--- src/nec_ir_frame_transmitter_assert.svh ---
// Assertion macros shared by the transmitter RTL
`ifndef NEC_IR_FRAME_TRANSMITTER_ASSERT_SVH
`define NEC_IR_FRAME_TRANSMITTER_ASSERT_SVH

// same-cycle implication
`define NIRTX_ASSERT_NOW(lbl, clk, rst, ante, cons) \
   lbl: assert property (@(posedge clk) disable iff (rst) (ante) |-> (cons)) \
      else $error("nirtx check failed");

// next-cycle implication
`define NIRTX_ASSERT_NEXT(lbl, clk, rst, ante, cons) \
   lbl: assert property (@(posedge clk) disable iff (rst) (ante) |=> (cons)) \
      else $error("nirtx check failed");

`endif

--- src/nirtx_pkg.sv ---
// Types and constants of the NEC IR frame transmitter
`timescale 1ns / 1ps
package nirtx_pkg;

   typedef enum logic [2:0] {
      PH_IDLE      = 3'd0,
      PH_HDR_BURST = 3'd1,
      PH_HDR_SPACE = 3'd2,
      PH_BIT_SPACE = 3'd3,
      PH_BIT_BURST = 3'd4,
      PH_GAP       = 3'd5
   } phase_type;

   typedef struct packed {
      logic       command;
      logic [7:0] payload;
   } req_type;

   typedef struct packed {
      logic ir_level;
      logic busy_res;
      logic frame_done;
      logic start_ignored;
   } rsp_type;

   typedef struct packed {
      logic [15:0] carrier_low_ticks;
      logic [15:0] carrier_high_ticks;
      logic [15:0] space_period_ticks;
      logic [15:0] address_code;
      logic [15:0] millisecond_ticks;
   } cfg_type;

   typedef struct packed {
      logic        start;
      logic [31:0] frame_bits;
   } entry_type;

   localparam int QUEUE_DEPTH = 2;
   localparam int QPTR_W      = $clog2(QUEUE_DEPTH);
   localparam int QCNT_W      = $clog2(QUEUE_DEPTH + 1);

   typedef struct packed {
      logic              full;
      logic              empty;
      logic [QCNT_W-1:0] count;
   } qstat_type;

   // register indexes
   localparam logic [2:0] CSR_CARRIER_LOW  = 3'd0;
   localparam logic [2:0] CSR_CARRIER_HIGH = 3'd1;
   localparam logic [2:0] CSR_SPACE_PERIOD = 3'd2;
   localparam logic [2:0] CSR_ADDRESS      = 3'd3;
   localparam logic [2:0] CSR_MILLISECOND  = 3'd4;

   localparam logic [15:0] CARRIER_LOW_RESET  = 16'd99;
   localparam logic [15:0] CARRIER_HIGH_RESET = 16'd190;
   localparam logic [15:0] SPACE_PERIOD_RESET = 16'd290;
   localparam logic [15:0] ADDRESS_RESET      = 16'hFF00;
   localparam logic [15:0] MILLISECOND_RESET  = 16'd11059;

   localparam logic [8:0] HDR_BURST_CYCLES  = 9'd342;
   localparam logic [8:0] HDR_SPACE_PERIODS = 9'd171;
   localparam logic [8:0] BIT_BURST_CYCLES  = 9'd21;
   localparam logic [8:0] ONE_SPACE_PERIODS = 9'd63;
   localparam logic [8:0] ZERO_SPACE_PERIODS = 9'd21;
   localparam logic [6:0] FRAME_UNITS       = 7'd56;

endpackage

--- src/nirtx_front.sv ---
// Front end: accepts transactions and builds the frame word for a start
`timescale 1ns / 1ps
module nirtx_front import nirtx_pkg::*; (
   input  logic      req_valid,
   input  req_type   req_data,
   input  logic      queue_full,
   input  logic [15:0] address_code,
   output logic      push,
   output entry_type entry
);

   assign push = req_valid && !queue_full;

   // address low, address high, data, inverted data; sent LSB first
   always_comb begin
      entry.start      = req_data.command;
      entry.frame_bits = {~req_data.payload, req_data.payload, address_code};
   end

endmodule

--- src/nirtx_queue.sv ---
// Short queue between the front end and the waveform engine
`timescale 1ns / 1ps
module nirtx_queue import nirtx_pkg::*; (
   input  logic      clock,
   input  logic      reset,
   input  logic      push,
   input  entry_type push_entry,
   input  logic      pop,
   output entry_type head,
   output qstat_type status
);

   entry_type         slots_ff [QUEUE_DEPTH];
   logic [QPTR_W-1:0] wr_ptr_ff, wr_ptr_in;
   logic [QPTR_W-1:0] rd_ptr_ff, rd_ptr_in;
   logic [QCNT_W-1:0] count_ff, count_in;

   function automatic logic [QPTR_W-1:0] ptr_next(input logic [QPTR_W-1:0] p);
      logic [QPTR_W-1:0] r;
      if (p == QPTR_W'(QUEUE_DEPTH - 1)) r = '0;
      else r = p + QPTR_W'(1);
      return r;
   endfunction

   always_comb begin
      wr_ptr_in = push ? ptr_next(wr_ptr_ff) : wr_ptr_ff;
      rd_ptr_in = pop  ? ptr_next(rd_ptr_ff) : rd_ptr_ff;
      count_in  = count_ff;
      if (push && !pop) count_in = count_ff + QCNT_W'(1);
      else if (pop && !push) count_in = count_ff - QCNT_W'(1);
   end

   always_ff @(posedge clock) begin
      if (reset) begin
         wr_ptr_ff <= '0;
         rd_ptr_ff <= '0;
         count_ff  <= '0;
      end else begin
         wr_ptr_ff <= wr_ptr_in;
         rd_ptr_ff <= rd_ptr_in;
         count_ff  <= count_in;
      end
   end

   always_ff @(posedge clock) begin
      if (push) slots_ff[wr_ptr_ff] <= push_entry;
   end

   assign head         = slots_ff[rd_ptr_ff];
   assign status.full  = (count_ff == QCNT_W'(QUEUE_DEPTH));
   assign status.empty = (count_ff == '0);
   assign status.count = count_ff;

endmodule

--- src/nirtx_engine.sv ---
// Waveform engine: segment sequencer, tick counter and result register
`timescale 1ns / 1ps
module nirtx_engine import nirtx_pkg::*; #(
   parameter int TICK_COUNTER_WIDTH = 16
) (
   input  logic      clock,
   input  logic      reset,
   input  cfg_type   cfg,
   input  entry_type head,
   input  logic      head_valid,
   output logic      pop,
   output logic      rsp_valid,
   input  logic      rsp_stall,
   output rsp_type   rsp_data
);

   localparam int TW = TICK_COUNTER_WIDTH;
   localparam int CW = (TW > 16) ? TW : 16;
   localparam logic [TW-1:0] TICK_MAX = {TW{1'b1}};

   phase_type   phase_ff, phase_in;
   logic [31:0] frame_ff, frame_in;
   logic [5:0]  bitpos_ff, bitpos_in;
   logic [8:0]  periods_ff, periods_in;
   logic [TW-1:0] tick_ff, tick_in;
   logic        pin_ff, pin_in;
   logic [6:0]  units_ff, units_in;
   logic [4:0]  gap_ff, gap_in;
   logic        rsp_valid_ff;
   rsp_type     rsp_data_ff, rsp_data_in;

   logic          out_ready;
   logic          start;
   logic [TW-1:0] cnt_inc;
   logic [15:0]   limit;
   logic          hit;
   logic [8:0]    per_dec;
   logic          per_zero;
   logic [4:0]    gap_dec;
   logic          cur_bit;
   logic          bits_left;
   logic [6:0]    gap_d;
   logic [4:0]    gap_calc;
   logic          done;

   assign out_ready = !rsp_valid_ff || !rsp_stall;
   assign pop       = head_valid && out_ready;
   assign start     = head.start;

   // saturating tick counter and phase limit
   assign cnt_inc = (tick_ff == TICK_MAX) ? tick_ff : tick_ff + TW'(1);

   always_comb begin
      case (phase_ff)
         PH_HDR_BURST, PH_BIT_BURST:
            limit = pin_ff ? cfg.carrier_high_ticks : cfg.carrier_low_ticks;
         PH_HDR_SPACE, PH_BIT_SPACE: limit = cfg.space_period_ticks;
         PH_GAP:                     limit = cfg.millisecond_ticks;
         default:                    limit = cfg.millisecond_ticks;
      endcase
   end

   assign hit       = (CW'(cnt_inc) >= CW'(limit)) || (cnt_inc == TICK_MAX);
   assign per_dec   = periods_ff - 9'd1;
   assign per_zero  = (per_dec == '0);
   assign gap_dec   = gap_ff - 5'd1;
   assign cur_bit   = frame_ff[bitpos_ff[4:0]];
   assign bits_left = !bitpos_ff[5];
   // gap of d + d/8 ms where d = 56 - bit units
   assign gap_d     = FRAME_UNITS - units_ff;
   assign gap_calc  = (units_ff < FRAME_UNITS) ? 5'(gap_d + (gap_d >> 3)) : 5'd0;

   // next phase
   always_comb begin
      phase_in = phase_ff;
      case (phase_ff)
         PH_IDLE: begin
            if (start) phase_in = PH_HDR_BURST;
         end
         PH_HDR_BURST: begin
            if (pin_ff && hit && per_zero) phase_in = PH_HDR_SPACE;
         end
         PH_BIT_BURST: begin
            if (pin_ff && hit && per_zero) begin
               if (bits_left) phase_in = PH_BIT_SPACE;
               else if (gap_calc != '0) phase_in = PH_GAP;
               else phase_in = PH_IDLE;
            end
         end
         PH_HDR_SPACE, PH_BIT_SPACE: begin
            if (hit && per_zero) phase_in = PH_BIT_BURST;
         end
         PH_GAP: begin
            if (hit && (gap_dec == '0)) phase_in = PH_IDLE;
         end
         default: phase_in = PH_IDLE;
      endcase
   end

   // datapath and result
   always_comb begin
      frame_in   = frame_ff;
      bitpos_in  = bitpos_ff;
      periods_in = periods_ff;
      tick_in    = tick_ff;
      pin_in     = pin_ff;
      units_in   = units_ff;
      gap_in     = gap_ff;
      done       = 1'b0;
      case (phase_ff)
         PH_IDLE: begin
            if (start) begin
               frame_in   = head.frame_bits;
               bitpos_in  = '0;
               units_in   = '0;
               gap_in     = '0;
               periods_in = HDR_BURST_CYCLES;
               tick_in    = '0;
               pin_in     = 1'b0;
            end
         end
         PH_HDR_BURST, PH_BIT_BURST: begin
            tick_in = cnt_inc;
            if (!pin_ff) begin
               if (hit) begin
                  pin_in  = 1'b1;
                  tick_in = '0;
               end
            end else if (hit) begin
               tick_in    = '0;
               periods_in = per_dec;
               if (!per_zero) begin
                  pin_in = 1'b0;
               end else if (phase_ff == PH_HDR_BURST) begin
                  periods_in = HDR_SPACE_PERIODS;
                  pin_in     = 1'b1;
               end else if (bits_left) begin
                  units_in   = units_ff + (cur_bit ? 7'd2 : 7'd1);
                  bitpos_in  = bitpos_ff + 6'd1;
                  periods_in = cur_bit ? ONE_SPACE_PERIODS : ZERO_SPACE_PERIODS;
                  pin_in     = 1'b1;
               end else begin
                  pin_in     = 1'b1;
                  periods_in = '0;
                  gap_in     = gap_calc;
                  done       = (gap_calc == '0);
               end
            end
         end
         PH_HDR_SPACE, PH_BIT_SPACE: begin
            tick_in = cnt_inc;
            if (hit) begin
               tick_in    = '0;
               periods_in = per_dec;
               if (per_zero) begin
                  periods_in = BIT_BURST_CYCLES;
                  pin_in     = 1'b0;
               end
            end
         end
         PH_GAP: begin
            tick_in = cnt_inc;
            if (hit) begin
               tick_in = '0;
               gap_in  = gap_dec;
               done    = (gap_dec == '0);
            end
         end
         default: pin_in = 1'b1;
      endcase
      rsp_data_in.ir_level      = pin_in;
      rsp_data_in.busy_res      = (phase_in != PH_IDLE);
      rsp_data_in.frame_done    = done;
      rsp_data_in.start_ignored = start && (phase_ff != PH_IDLE);
   end

   always_ff @(posedge clock) begin
      if (reset) begin
         phase_ff     <= PH_IDLE;
         frame_ff     <= '0;
         bitpos_ff    <= '0;
         periods_ff   <= '0;
         tick_ff      <= '0;
         pin_ff       <= 1'b1;
         units_ff     <= '0;
         gap_ff       <= '0;
         rsp_valid_ff <= 1'b0;
      end else begin
         if (pop) begin
            phase_ff   <= phase_in;
            frame_ff   <= frame_in;
            bitpos_ff  <= bitpos_in;
            periods_ff <= periods_in;
            tick_ff    <= tick_in;
            pin_ff     <= pin_in;
            units_ff   <= units_in;
            gap_ff     <= gap_in;
            rsp_valid_ff <= 1'b1;
         end else if (!rsp_stall) begin
            rsp_valid_ff <= 1'b0;
         end
      end
   end

   always_ff @(posedge clock) begin
      if (pop) rsp_data_ff <= rsp_data_in;
   end

   assign rsp_valid = rsp_valid_ff;
   assign rsp_data  = rsp_data_ff;

endmodule

--- src/nec_ir_frame_transmitter.sv ---
// Top level of the NEC IR frame transmitter
//
//   port group   dir   carries
//   req_*        in    one timebase tick: command, payload
//   rsp_*        out   pin level, busy, frame done, start ignored
//   csr_*        in    register writes, index 0..4, 16-bit data
//
// One transaction per cycle sustained while rsp_stall is low; a request passes
// through the two-entry queue and then the result register.
// Reset is synchronous and leaves the pin idle high with the reset timings.
// A stalled result holds the engine; the queue keeps taking requests until
// it is full, then req_stall rises.
`timescale 1ns / 1ps
`include "nec_ir_frame_transmitter_assert.svh"
module nec_ir_frame_transmitter import nirtx_pkg::*; #(
   parameter int TICK_COUNTER_WIDTH = 16
) (
   input  logic        clock,
   input  logic        reset,
   input  logic        req_valid,
   output logic        req_stall,
   input  req_type     req_data,
   output logic        rsp_valid,
   input  logic        rsp_stall,
   output rsp_type     rsp_data,
   input  logic        csr_write_enable,
   input  logic [2:0]  csr_index,
   input  logic [15:0] csr_write_data
);

   cfg_type   cfg_ff, cfg_in;
   logic      push;
   logic      pop;
   entry_type push_entry;
   entry_type head;
   qstat_type qstat;

   always_comb begin
      cfg_in = cfg_ff;
      if (csr_write_enable) begin
         case (csr_index)
            CSR_CARRIER_LOW:  cfg_in.carrier_low_ticks  = csr_write_data;
            CSR_CARRIER_HIGH: cfg_in.carrier_high_ticks = csr_write_data;
            CSR_SPACE_PERIOD: cfg_in.space_period_ticks = csr_write_data;
            CSR_ADDRESS:      cfg_in.address_code       = csr_write_data;
            CSR_MILLISECOND:  cfg_in.millisecond_ticks  = csr_write_data;
            default:          cfg_in = cfg_ff;
         endcase
      end
   end

   always_ff @(posedge clock) begin
      if (reset) begin
         cfg_ff.carrier_low_ticks  <= CARRIER_LOW_RESET;
         cfg_ff.carrier_high_ticks <= CARRIER_HIGH_RESET;
         cfg_ff.space_period_ticks <= SPACE_PERIOD_RESET;
         cfg_ff.address_code       <= ADDRESS_RESET;
         cfg_ff.millisecond_ticks  <= MILLISECOND_RESET;
      end else begin
         cfg_ff <= cfg_in;
      end
   end

   assign req_stall = qstat.full;

   nirtx_front u_front (
      .req_valid    (req_valid),
      .req_data     (req_data),
      .queue_full   (qstat.full),
      .address_code (cfg_ff.address_code),
      .push         (push),
      .entry        (push_entry)
   );

   nirtx_queue u_queue (
      .clock      (clock),
      .reset      (reset),
      .push       (push),
      .push_entry (push_entry),
      .pop        (pop),
      .head       (head),
      .status     (qstat)
   );

   nirtx_engine #(
      .TICK_COUNTER_WIDTH (TICK_COUNTER_WIDTH)
   ) u_engine (
      .clock      (clock),
      .reset      (reset),
      .cfg        (cfg_ff),
      .head       (head),
      .head_valid (!qstat.empty),
      .pop        (pop),
      .rsp_valid  (rsp_valid),
      .rsp_stall  (rsp_stall),
      .rsp_data   (rsp_data)
   );

   `NIRTX_ASSERT_NOW(a_no_push_when_full, clock, reset, qstat.full, !push)
   `NIRTX_ASSERT_NOW(a_pop_only_with_room, clock, reset, pop, (!qstat.empty) && (!rsp_valid || !rsp_stall))
   `NIRTX_ASSERT_NOW(a_done_means_idle, clock, reset, rsp_valid && rsp_data.frame_done, !rsp_data.busy_res)
   `NIRTX_ASSERT_NEXT(a_pop_gives_result, clock, reset, pop, rsp_valid)

endmodule
--- config.mk ---
export PLATFORM = sky130hd
export DESIGN_NAME = nec_ir_frame_transmitter
export DESIGN_NICKNAME = d
export VERILOG_FILES = /design/src/nirtx_pkg.sv /design/src/nirtx_front.sv /design/src/nirtx_queue.sv /design/src/nirtx_engine.sv /design/src/nec_ir_frame_transmitter.sv
export VERILOG_INCLUDE_DIRS = /design/src /design/src/src
export SDC_FILE = /design/constraint.sdc
export NUM_CORES = 1
export LEC_CHECK = 0
export ABC_AREA = 1
export BUFFER_PORTS_ARGS = -buffer_cell sky130_fd_sc_hd__clkbuf_2
export CAP_MARGIN = 20
export CORE_UTILIZATION = 25
export DETAILED_ROUTE_END_ITERATION = 10
export GPL_TIMING_DRIVEN = 0
export MAX_ROUTING_LAYER = met4
export PLACE_DENSITY = 0.45
export SYNTH_ARGS = -nofsm -noshare
export SYNTH_HDL_FRONTEND = slang
export SYNTH_SLANG_ARGS = --single-unit
--- constraint.sdc ---
create_clock -name clock -period 4.35 [get_ports clock]
set_input_delay 0.2175 -clock clock [delete_from_list [all_inputs] [get_ports clock]]
set_output_delay 0.2175 -clock clock [all_outputs]
set_load 0.005 [all_outputs]
==> impl_metrics.json, run 1 <==
{
  "grt_pass1_wl_um": 53600,
  "cts_inserted_buffers": 29,
  "fin_total_pwr_w": 0.00775,
  "tritoncts": "built",
  "worst-slew-pin-transition_ns": 0.968,
  "clkSlewWorstSetupHoldPaths_ns": 0.06,
  "synth_enable_flop_cells": 70,
  "cts_max_path_buffers": 3,
  "hold_path.class": "in -> reg",
  "initial_utilization": 0.255,
  "most_numerous_cell_types_in_the_synthesized_netlist": "sky130_fd_sc_hd__nand2_1 (282), sky130_fd_sc_hd__nor2_1 (244), sky130_fd_sc_hd__dfxtp_1 (165), sky130_fd_sc_hd__a21oi_1 (137), sky130_fd_sc_hd__inv_1 (133)",
  "synth_top_cells_by_area": "sky130_fd_sc_hd__dfxtp_1 (29%), sky130_fd_sc_hd__edfxtp_1 (18%), sky130_fd_sc_hd__nand2_1 (9.3%)",
  "r2r-start": "u_engine.phase_ff[0]",
  "core_area_um2": 44600,
  "htree_depth": 1,
  "drt_drc_violations_left": 0,
  "placedInstanceArea_um2": 12400,
  "postSynthAreaPerCell_um2": 7.58,
  "grt_use_total": 0.148,
  "clock_latency_on_the_worst_skew_pair_ns": 0.56,
  "layout_min_cycle_time_ns": 3.94,
  "finalHoldViolations": 0,
  "achievable-frequency_mhz": 254,
  "ioPinCount": 39,
  "grt_start_max_net_pins": 22,
  "worst_ir_drop_vdd_mv": 0.357,
  "first_global_vias": 9760,
  "critical_path.startpoint": "u_engine.phase_ff[0]",
  "worstSetupStartpointType": "flip-flop",
  "drt_pre_antenna_iters": 7,
  "drv_cap": 0,
  "synthToLayoutAreaGrowth_pct": 19.0,
  "power.density_nw_per_um2": 572,
  "distinct_cell_type_count_of_the_synthesized_netlist": 41,
  "cp_max_fo": 11,
  "overflow": 0,
  "die_width_um": 215,
  "layout_cell_share_with_drive_strength_beyond_1": 0.0786,
  "synth-seq-cells": 235,
  "finalNetCount": 1657,
  "post-synth-top-count-cell": "sky130_fd_sc_hd__nand2_1",
  "total_detailed_routing_wirelength_um": 32900,
  "mappedNetlistNets": 1567,
  "cell_row_count": 77,
  "dp_hpwl_um": 24100,
  "grt_antenna_before_repair": 0,
  "synth-async-reset-ratio": 0,
  "cts.sinks": 235,
  "timing_max_transition_violations_final": 0,
  "clk_root_buffer_cell": "sky130_fd_sc_hd__clkbuf_16",
  "cp_data_arrival_time_ns": 4.43,
  "data_required_time_at_the_worst_endpoint_ns": 4.84,
  "endpoint_kind": "flip-flop",
  "route.vias.total": 10116,
  "ant_nets": 0,
  "final-setup-viol-count": 0,
  "die_footprint_um2": 46400,
  "die_y_um": 215,
  "path_class": "reg -> reg",
  "fin_crit_sh": 0.906,
  "total_leakage_power_nw": 5.60,
  "synth_ff_type": "sky130_fd_sc_hd__dfxtp_1",
  "insertedDiodeCount": 0,
  "post_cts.repair.setup_buffers": 0,
  "timing.max_slew.rel_slack": 0.350,
  "synth.top_cell.area_share": 0.290,
  "route.detailed.wl_per_inst_um": 14.9,
  "drt_first_iter_violations": 550,
  "yosysSeqAreaShare": 0.474,
  "synthesis.yosys.warnings": 0,
  "routed_via_density": 4.58,
  "run_status": "finished clean",
  "yosysTopAreaCell": "sky130_fd_sc_hd__dfxtp_1",
  "netlist_area_um2": 11400,
  "io_buffer_count": 37,
  "finalClockSkew_ns": 0.0162,
  "syn-instance-count": 1502,
  "holdCritStartpoint": "csr_write_data[11]",
  "grt_setup_unrepaired": "false",
  "gp_routability_congestion": 0.844,
  "final_design_area_no_fill_um2": 13600
}
-- cells by family after synthesis --
family,count (synthesis),synth area share
and+or+nand+nor,696,0.258
AOI/OAI and AO/OA,306,0.142
DFF,235,0.474
buffers and inverters,211,0.0718
adders and majority gates,32,0.0365
xor gates and xnor gates,22,0.0169
-- power by group --
part	total [W]	switching (W)	internal [W]
registers	0.00282	0.000183	0.00263
logic	0.00252	0.00170	0.000825
clock network	0.00241	0.000979	0.00143
-- cell type report --
class,instances,area [µm²]
fill,4808,31100
sequential,235,5410
multi-input combinational,1056,5190
clock buffer,40,818
tap,592,741
inverter,143,539
timing repair buffer,60,435
buffer,67,289
clock inverter,14,133
-- state kept, by name, indices dropped and copies added, names as in the netlist, 2 cells and up, named ones only --
| register | cells |
|---|---|
| u_engine.tick_ff | 16 |
| u_engine.units_ff | 7 |
| u_engine.frame_ff | 32 |
| u_queue.slots_ff | 66 |
| u_engine.gap_ff | 5 |
| u_engine.phase_ff | 3 |
| cfg_ff | 80 |
| u_engine.bitpos_ff | 6 |
| u_engine.rsp_data | 4 |
| u_engine.periods_ff | 9 |
| u_queue.count_ff | 2 |
-- critical path, stage by stage, from the launching register on --
cell                       delay [ns]
sky130_fd_sc_hd__dfxtp_1         0.39
sky130_fd_sc_hd__inv_1           0.06
sky130_fd_sc_hd__nor2_1          0.09
sky130_fd_sc_hd__inv_1           0.10
sky130_fd_sc_hd__nor2_2          0.17
sky130_fd_sc_hd__inv_1           0.13
sky130_fd_sc_hd__nand2_1         0.09
sky130_fd_sc_hd__clkbuf_4        0.23
sky130_fd_sc_hd__nor2_4          0.10
sky130_fd_sc_hd__buf_2           0.23
sky130_fd_sc_hd__a21oi_1         0.23
sky130_fd_sc_hd__ha_1            0.28
sky130_fd_sc_hd__a21oi_1         0.13
sky130_fd_sc_hd__o21ai_0         0.09
sky130_fd_sc_hd__nand2_1         0.06
sky130_fd_sc_hd__nand3_1         0.11
sky130_fd_sc_hd__nand2_1         0.08
sky130_fd_sc_hd__nand2_1         0.04
sky130_fd_sc_hd__a21oi_1         0.23
sky130_fd_sc_hd__nand2_4         0.17
sky130_fd_sc_hd__inv_4           0.12
sky130_fd_sc_hd__nand2_4         0.06
sky130_fd_sc_hd__nand2_4         0.10
sky130_fd_sc_hd__inv_2           0.06
sky130_fd_sc_hd__nand2_1         0.09
sky130_fd_sc_hd__clkbuf_4        0.22
sky130_fd_sc_hd__nand2_1         0.07
sky130_fd_sc_hd__a21oi_1         0.12
-- worst paths after layout --
| check | to | cells after the start | slack, ns |
|---|---|---|---|
| max | u_engine.units_ff[2] | 27 | 0.41 |
| min | cfg_ff[11] | 3 | 0.02 |
| max reg2reg | u_engine.units_ff[2] | 27 | 0.41 |
| min reg2reg | u_queue.slots_ff[0][10] | 0 | 0.46 |
-- per-layer routing --
metal / vias up / global-route usage / share of wire
met3: 44 / 0.0148 / 0.034
met2: 177 / 0.228 / 0.44
li1: 5155 / - / -
met5: - / - / 0
met4: 0 / 0.0395 / 0.019
met1: 4740 / 0.205 / 0.50
-- metrics by stage --
step	util	hold WS (ns)	TNS [ns]	setup WS, ns	cells
after floorplan	-	0.316	0	0.938	1502
after CTS	0.304	0.00324	0	0.0492	2208
after global routing	0.304	0.0130	0	0.0286	2207
after detailed placement	0.277	0.429	-1.62	-0.101	2133
final	0.304	0.0208	0	0.409	2207
after global placement	0.276	0.425	-1.78	-0.106	2131
-- cell usage in the layout, fill, tap and decap left out, types with 6 or more instances in the layout --
cell / Yosys / layout
sky130_fd_sc_hd__inv_1: 133 / 133
sky130_fd_sc_hd__xor2_1: 16 / 16
sky130_fd_sc_hd__ha_1: 30 / 30
sky130_fd_sc_hd__nor2_1: 244 / 240
sky130_fd_sc_hd__nand2_1: 282 / 282
sky130_fd_sc_hd__nor2_4: 6 / 9
sky130_fd_sc_hd__clkinv_2: 0 / 8
sky130_fd_sc_hd__dfxtp_1: 165 / 165
sky130_fd_sc_hd__clkbuf_1: 57 / 61
sky130_fd_sc_hd__clkbuf_16: 0 / 30
sky130_fd_sc_hd__edfxtp_1: 70 / 70
sky130_fd_sc_hd__o21ai_1: 8 / 8
sky130_fd_sc_hd__a22o_1: 15 / 15
sky130_fd_sc_hd__dlygate4sd3_1: 0 / 21
sky130_fd_sc_hd__nand3_1: 118 / 118
sky130_fd_sc_hd__clkbuf_2: 0 / 38
sky130_fd_sc_hd__nand4_1: 16 / 16
sky130_fd_sc_hd__a21oi_1: 137 / 137
sky130_fd_sc_hd__nor3_1: 9 / 9
sky130_fd_sc_hd__o21ai_0: 132 / 132
sky130_fd_sc_hd__xnor2_1: 6 / 6
-- what timing repair did --
| item | in CTS | in global routing |
|---|---|---|
| endpoints found under the setup margin | 20 | 46 |
| gates resized for setup | 3 | 11 |
| hold endpoints to repair | 66 | 0 |
| hold buffers | 21 | 0 |
(Power assumes the default switching activity.)
==> run 2, diff against run 1 <==
Settings changed: PLACE_DENSITY 0.45 to unset, PLACE_DENSITY_LB_ADDON set to 0.25, SYNTH_HIERARCHICAL set to 1.
==> impl_metrics.json, run 2 <==
{
  "run_status": "finished clean",
  "drt_first_iter_violations": 659,
  "layout_cell_share_with_drive_strength_beyond_1": 0.136,
  "largest_registers": "cfg_ff: 80 flops, u_queue/slots_ff: 66 flops, u_engine/frame_ff: 32 flops",
  "drt_drc_violations_left": 0,
  "synth.top_cell.area_share": 0.271,
  "grt_use_total": 0.142,
  "die_width_um": 223,
  "first_global_vias": 10123,
  "synth-seq-cells": 235,
  "max_incr_delay_on_cp_ns": 0.46,
  "grt.met3_usage": 0.0182,
  "timing.max_slew.rel_slack": 0.342,
  "initial_utilization": 0.254,
  "hold_path.class": "in -> reg",
  "timing_max_transition_violations_final": 0,
  "cell_row_count": 80,
  "drv_cap": 0,
  "die_footprint_um2": 49600,
  "worst-slew-pin-transition_ns": 0.987,
  "power.density_nw_per_um2": 590,
  "fin_crit_sh": 0.932,
  "mappedNetlistNets": 1625,
  "achievable-frequency_mhz": 247,
  "synthesis.yosys.warnings": 6,
  "placedInstanceArea_um2": 13200,
  "most_numerous_cell_types_in_the_synthesized_netlist": "sky130_fd_sc_hd__nand2_1 (392), sky130_fd_sc_hd__nor2_1 (247), sky130_fd_sc_hd__dfxtp_1 (165), sky130_fd_sc_hd__nand3_1 (153), sky130_fd_sc_hd__inv_1 (117)",
  "postSynthAreaPerCell_um2": 7.80,
  "critical-path-slowest-cell": "sky130_fd_sc_hd__a221oi_2",
  "timing.critical_path.buf_inv": 6,
  "worstPathCellList": "nor2_2 > inv_1 > nor2_2 > nor2_4 > inv_2 > nor2_4 > clkbuf_2 > a221oi_2 > ha_1 > nand2_1 > inv_1 > nand3_1 > a21oi_1 > nor2_1 > nand2_1 > nor2_4 > nand3_2 > nand4_4 > clkinv_2 > buf_6 > a21oi_1 > nor2_1",
  "die_y_um": 223,
  "use_met1": 0.198,
  "cp_data_arrival_time_ns": 4.50,
  "route.vias.total": 10458,
  "route.detailed.wl_per_inst_um": 14.7,
  "endpoint_kind": "flip-flop",
  "gr-usage-met2": 0.213,
  "yosysTopAreaCell": "sky130_fd_sc_hd__dfxtp_1",
  "finalNetCount": 1718,
  "cp_max_fo": 10,
  "insertedDiodeCount": 0,
  "dp_hpwl_um": 24500,
  "path_class": "reg -> reg",
  "regMostFlops": "cfg_ff",
  "max_ffs_per_register": 80,
  "syn-instance-count": 1560,
  "routed_via_density": 4.57,
  "grt_setup_unrepaired": "false",
  "htree_depth": 1,
  "fin_cells": 2290,
  "gp_routability_congestion": 0.882,
  "yosysSeqAreaShare": 0.444,
  "cts_inserted_buffers": 28,
  "total_detailed_routing_wirelength_um": 33700,
  "distinct_cell_type_count_of_the_synthesized_netlist": 51,
  "cts_max_path_buffers": 3,
  "grt_pass1_wl_um": 55300,
  "total_leakage_power_nw": 6.03,
  "post-synth-top-count-cell": "sky130_fd_sc_hd__nand2_1",
  "fill_cells": 5210,
  "commonest_non_fill_non_tap_cell_in_the_layout": "sky130_fd_sc_hd__nand2_1",
  "grt_antenna_before_repair": 0,
  "tritoncts": "built",
  "placedCellCount": 2213,
  "clock_latency_on_the_worst_skew_pair_ns": 0.56,
  "data_required_time_at_the_worst_endpoint_ns": 4.79,
  "post_cts.repair.setup_buffers": 0,
  "synth_enable_flop_cells": 70,
  "clk_root_buffer_cell": "sky130_fd_sc_hd__clkbuf_16",
  "cpMostUsedCell": "sky130_fd_sc_hd__nor2_4",
  "finalHoldViolations": 0,
  "netlist_area_um2": 12200,
  "worst_ir_drop_vdd_mv": 0.247,
  "seq_area_um2": 5410,
  "ioPinCount": 39,
  "synth-async-reset-ratio": 0,
  "ant_nets": 0,
  "synth_top_cells_by_area": "sky130_fd_sc_hd__dfxtp_1 (27%), sky130_fd_sc_hd__edfxtp_1 (17%), sky130_fd_sc_hd__nand2_1 (12%)",
  "cts.sinks": 235,
  "cp_top_family": "simple AND/OR/NAND/NOR gates",
  "global_route.peak_usage_layer": "met2",
  "core_area_um2": 47800,
  "clkSlewWorstSetupHoldPaths_ns": 0.06,
  "final_cell_mix": "sky130_fd_sc_hd__nand2_1 (392), sky130_fd_sc_hd__nor2_1 (241), sky130_fd_sc_hd__dfxtp_1 (165)",
  "synthToLayoutAreaGrowth_pct": 18.5,
  "io_buffer_count": 37,
  "overflow": 0,
  "layout_min_cycle_time_ns": 4.06,
  "final-setup-viol-count": 0,
  "drt_pre_antenna_iters": 5,
  "finalClockSkew_ns": 0.0225,
  "worstSetupStartpointType": "flip-flop",
  "synth_ff_type": "sky130_fd_sc_hd__dfxtp_1",
  "multi_input_area_um2": 5780,
  "grt_start_max_net_pins": 35,
  "final_design_area_no_fill_um2": 14400
}
-- run 2: changes by cell type in the layout (fill, tap and decap cells not counted), moves of 9 or more --
| cell | previous run | this run |
|---|---|---|
| sky130_fd_sc_hd__inv_1 | 133 | 116 |
| sky130_fd_sc_hd__buf_6 | 2 | 11 |
| sky130_fd_sc_hd__o21ai_0 | 132 | 50 |
| sky130_fd_sc_hd__a22o_1 | 15 | 0 |
| sky130_fd_sc_hd__nand3_1 | 118 | 153 |
| sky130_fd_sc_hd__nand2_1 | 282 | 392 |
| sky130_fd_sc_hd__buf_4 | 2 | 26 |
| sky130_fd_sc_hd__clkbuf_1 | 61 | 35 |
| sky130_fd_sc_hd__a221oi_1 | 0 | 10 |
| sky130_fd_sc_hd__a21oi_1 | 137 | 74 |
| sky130_fd_sc_hd__mux2_4 | 0 | 30 |
-- run 2: path summary, 6_finish.rpt --
kind | from | end | slack, ns | cells after the start
worst max-delay path | u_engine/phase_ff[0] | u_engine/units_ff[3] | 0.29 | 22
worst min-delay path | csr_write_data[1] | cfg_ff[49] | 0.03 | 3
worst max register to register | u_engine/phase_ff[0] | u_engine/units_ff[3] | 0.29 | 22
worst min register to register | cfg_ff[27] | cfg_ff[27] | 0.46 | 2
-- run 2: tightest hold or removal path: cells and delay by family --
family | cells | cell delay (ns)
buffers and inverters | 1 | 0.21
AND/OR/NAND/NOR | 2 | 0.14
-- run 2: layer usage --
metal | part of all wire | vias to the layer above
li1 | - | 5278
met3 | 0.047 | 48
met5 | 0 | -
met1 | 0.49 | 4901
met2 | 0.44 | 231
met4 | 0.023 | 0
-- run 2: cells by family (layout without fill, tap and decap cells) --
group / after synthesis / in the layout / share of synthesized area
adders and majority gates: 32 / 32 / 0.0341
AOI/OAI and AO/OA: 172 / 172 / 0.0821
xor gates and xnor gates: 17 / 17 / 0.0122
DFF: 235 / 235 / 0.444
buffers and inverters: 217 / 332 / 0.0868
and+or+nand+nor: 854 / 854 / 0.301
muxes: 33 / 33 / 0.0398
-- run 2: area by class of cell --
type                    count  share of cell area
clock inverters            11             0.00598
repair buffers             64              0.0323
well taps                 615              0.0533
flip-flops and latches    235               0.375
multi-input cells        1108               0.401
clock buffers              41              0.0599
inverters                 130              0.0339
plain buffers              86              0.0393
-- run 2: what timing repair did --
item / CTS / global route
hold buffers: 26 / 0
endpoints found under the setup margin: 50 / 48
hold endpoints to repair: 63 / 0
gates resized for setup: 8 / 9
-- run 2: metrics by stage --
step	worst slack (ns)	total power [W]	hold WS, ns	setup TNS, ns	utilization
after floorplan	0.726	0.00517	0.290	0	-
after global placement	-0.853	0.00607	0.406	-34.26	0.274
after detailed placement	-0.845	0.00610	0.415	-34.00	0.275
after CTS	0.0643	0.00860	0.00512	0	0.301
after global routing	0.0111	0.00914	0.00973	0	0.301
final	0.295	0.00851	0.0313	0	0.301
-- run 2: where the power goes --
part | switching [W] | internal [W]
Clock | 0.000949 | 0.00144
Sequential | 0.000185 | 0.00263
Combinational | 0.00215 | 0.00116
Total | 0.00328 | 0.00523
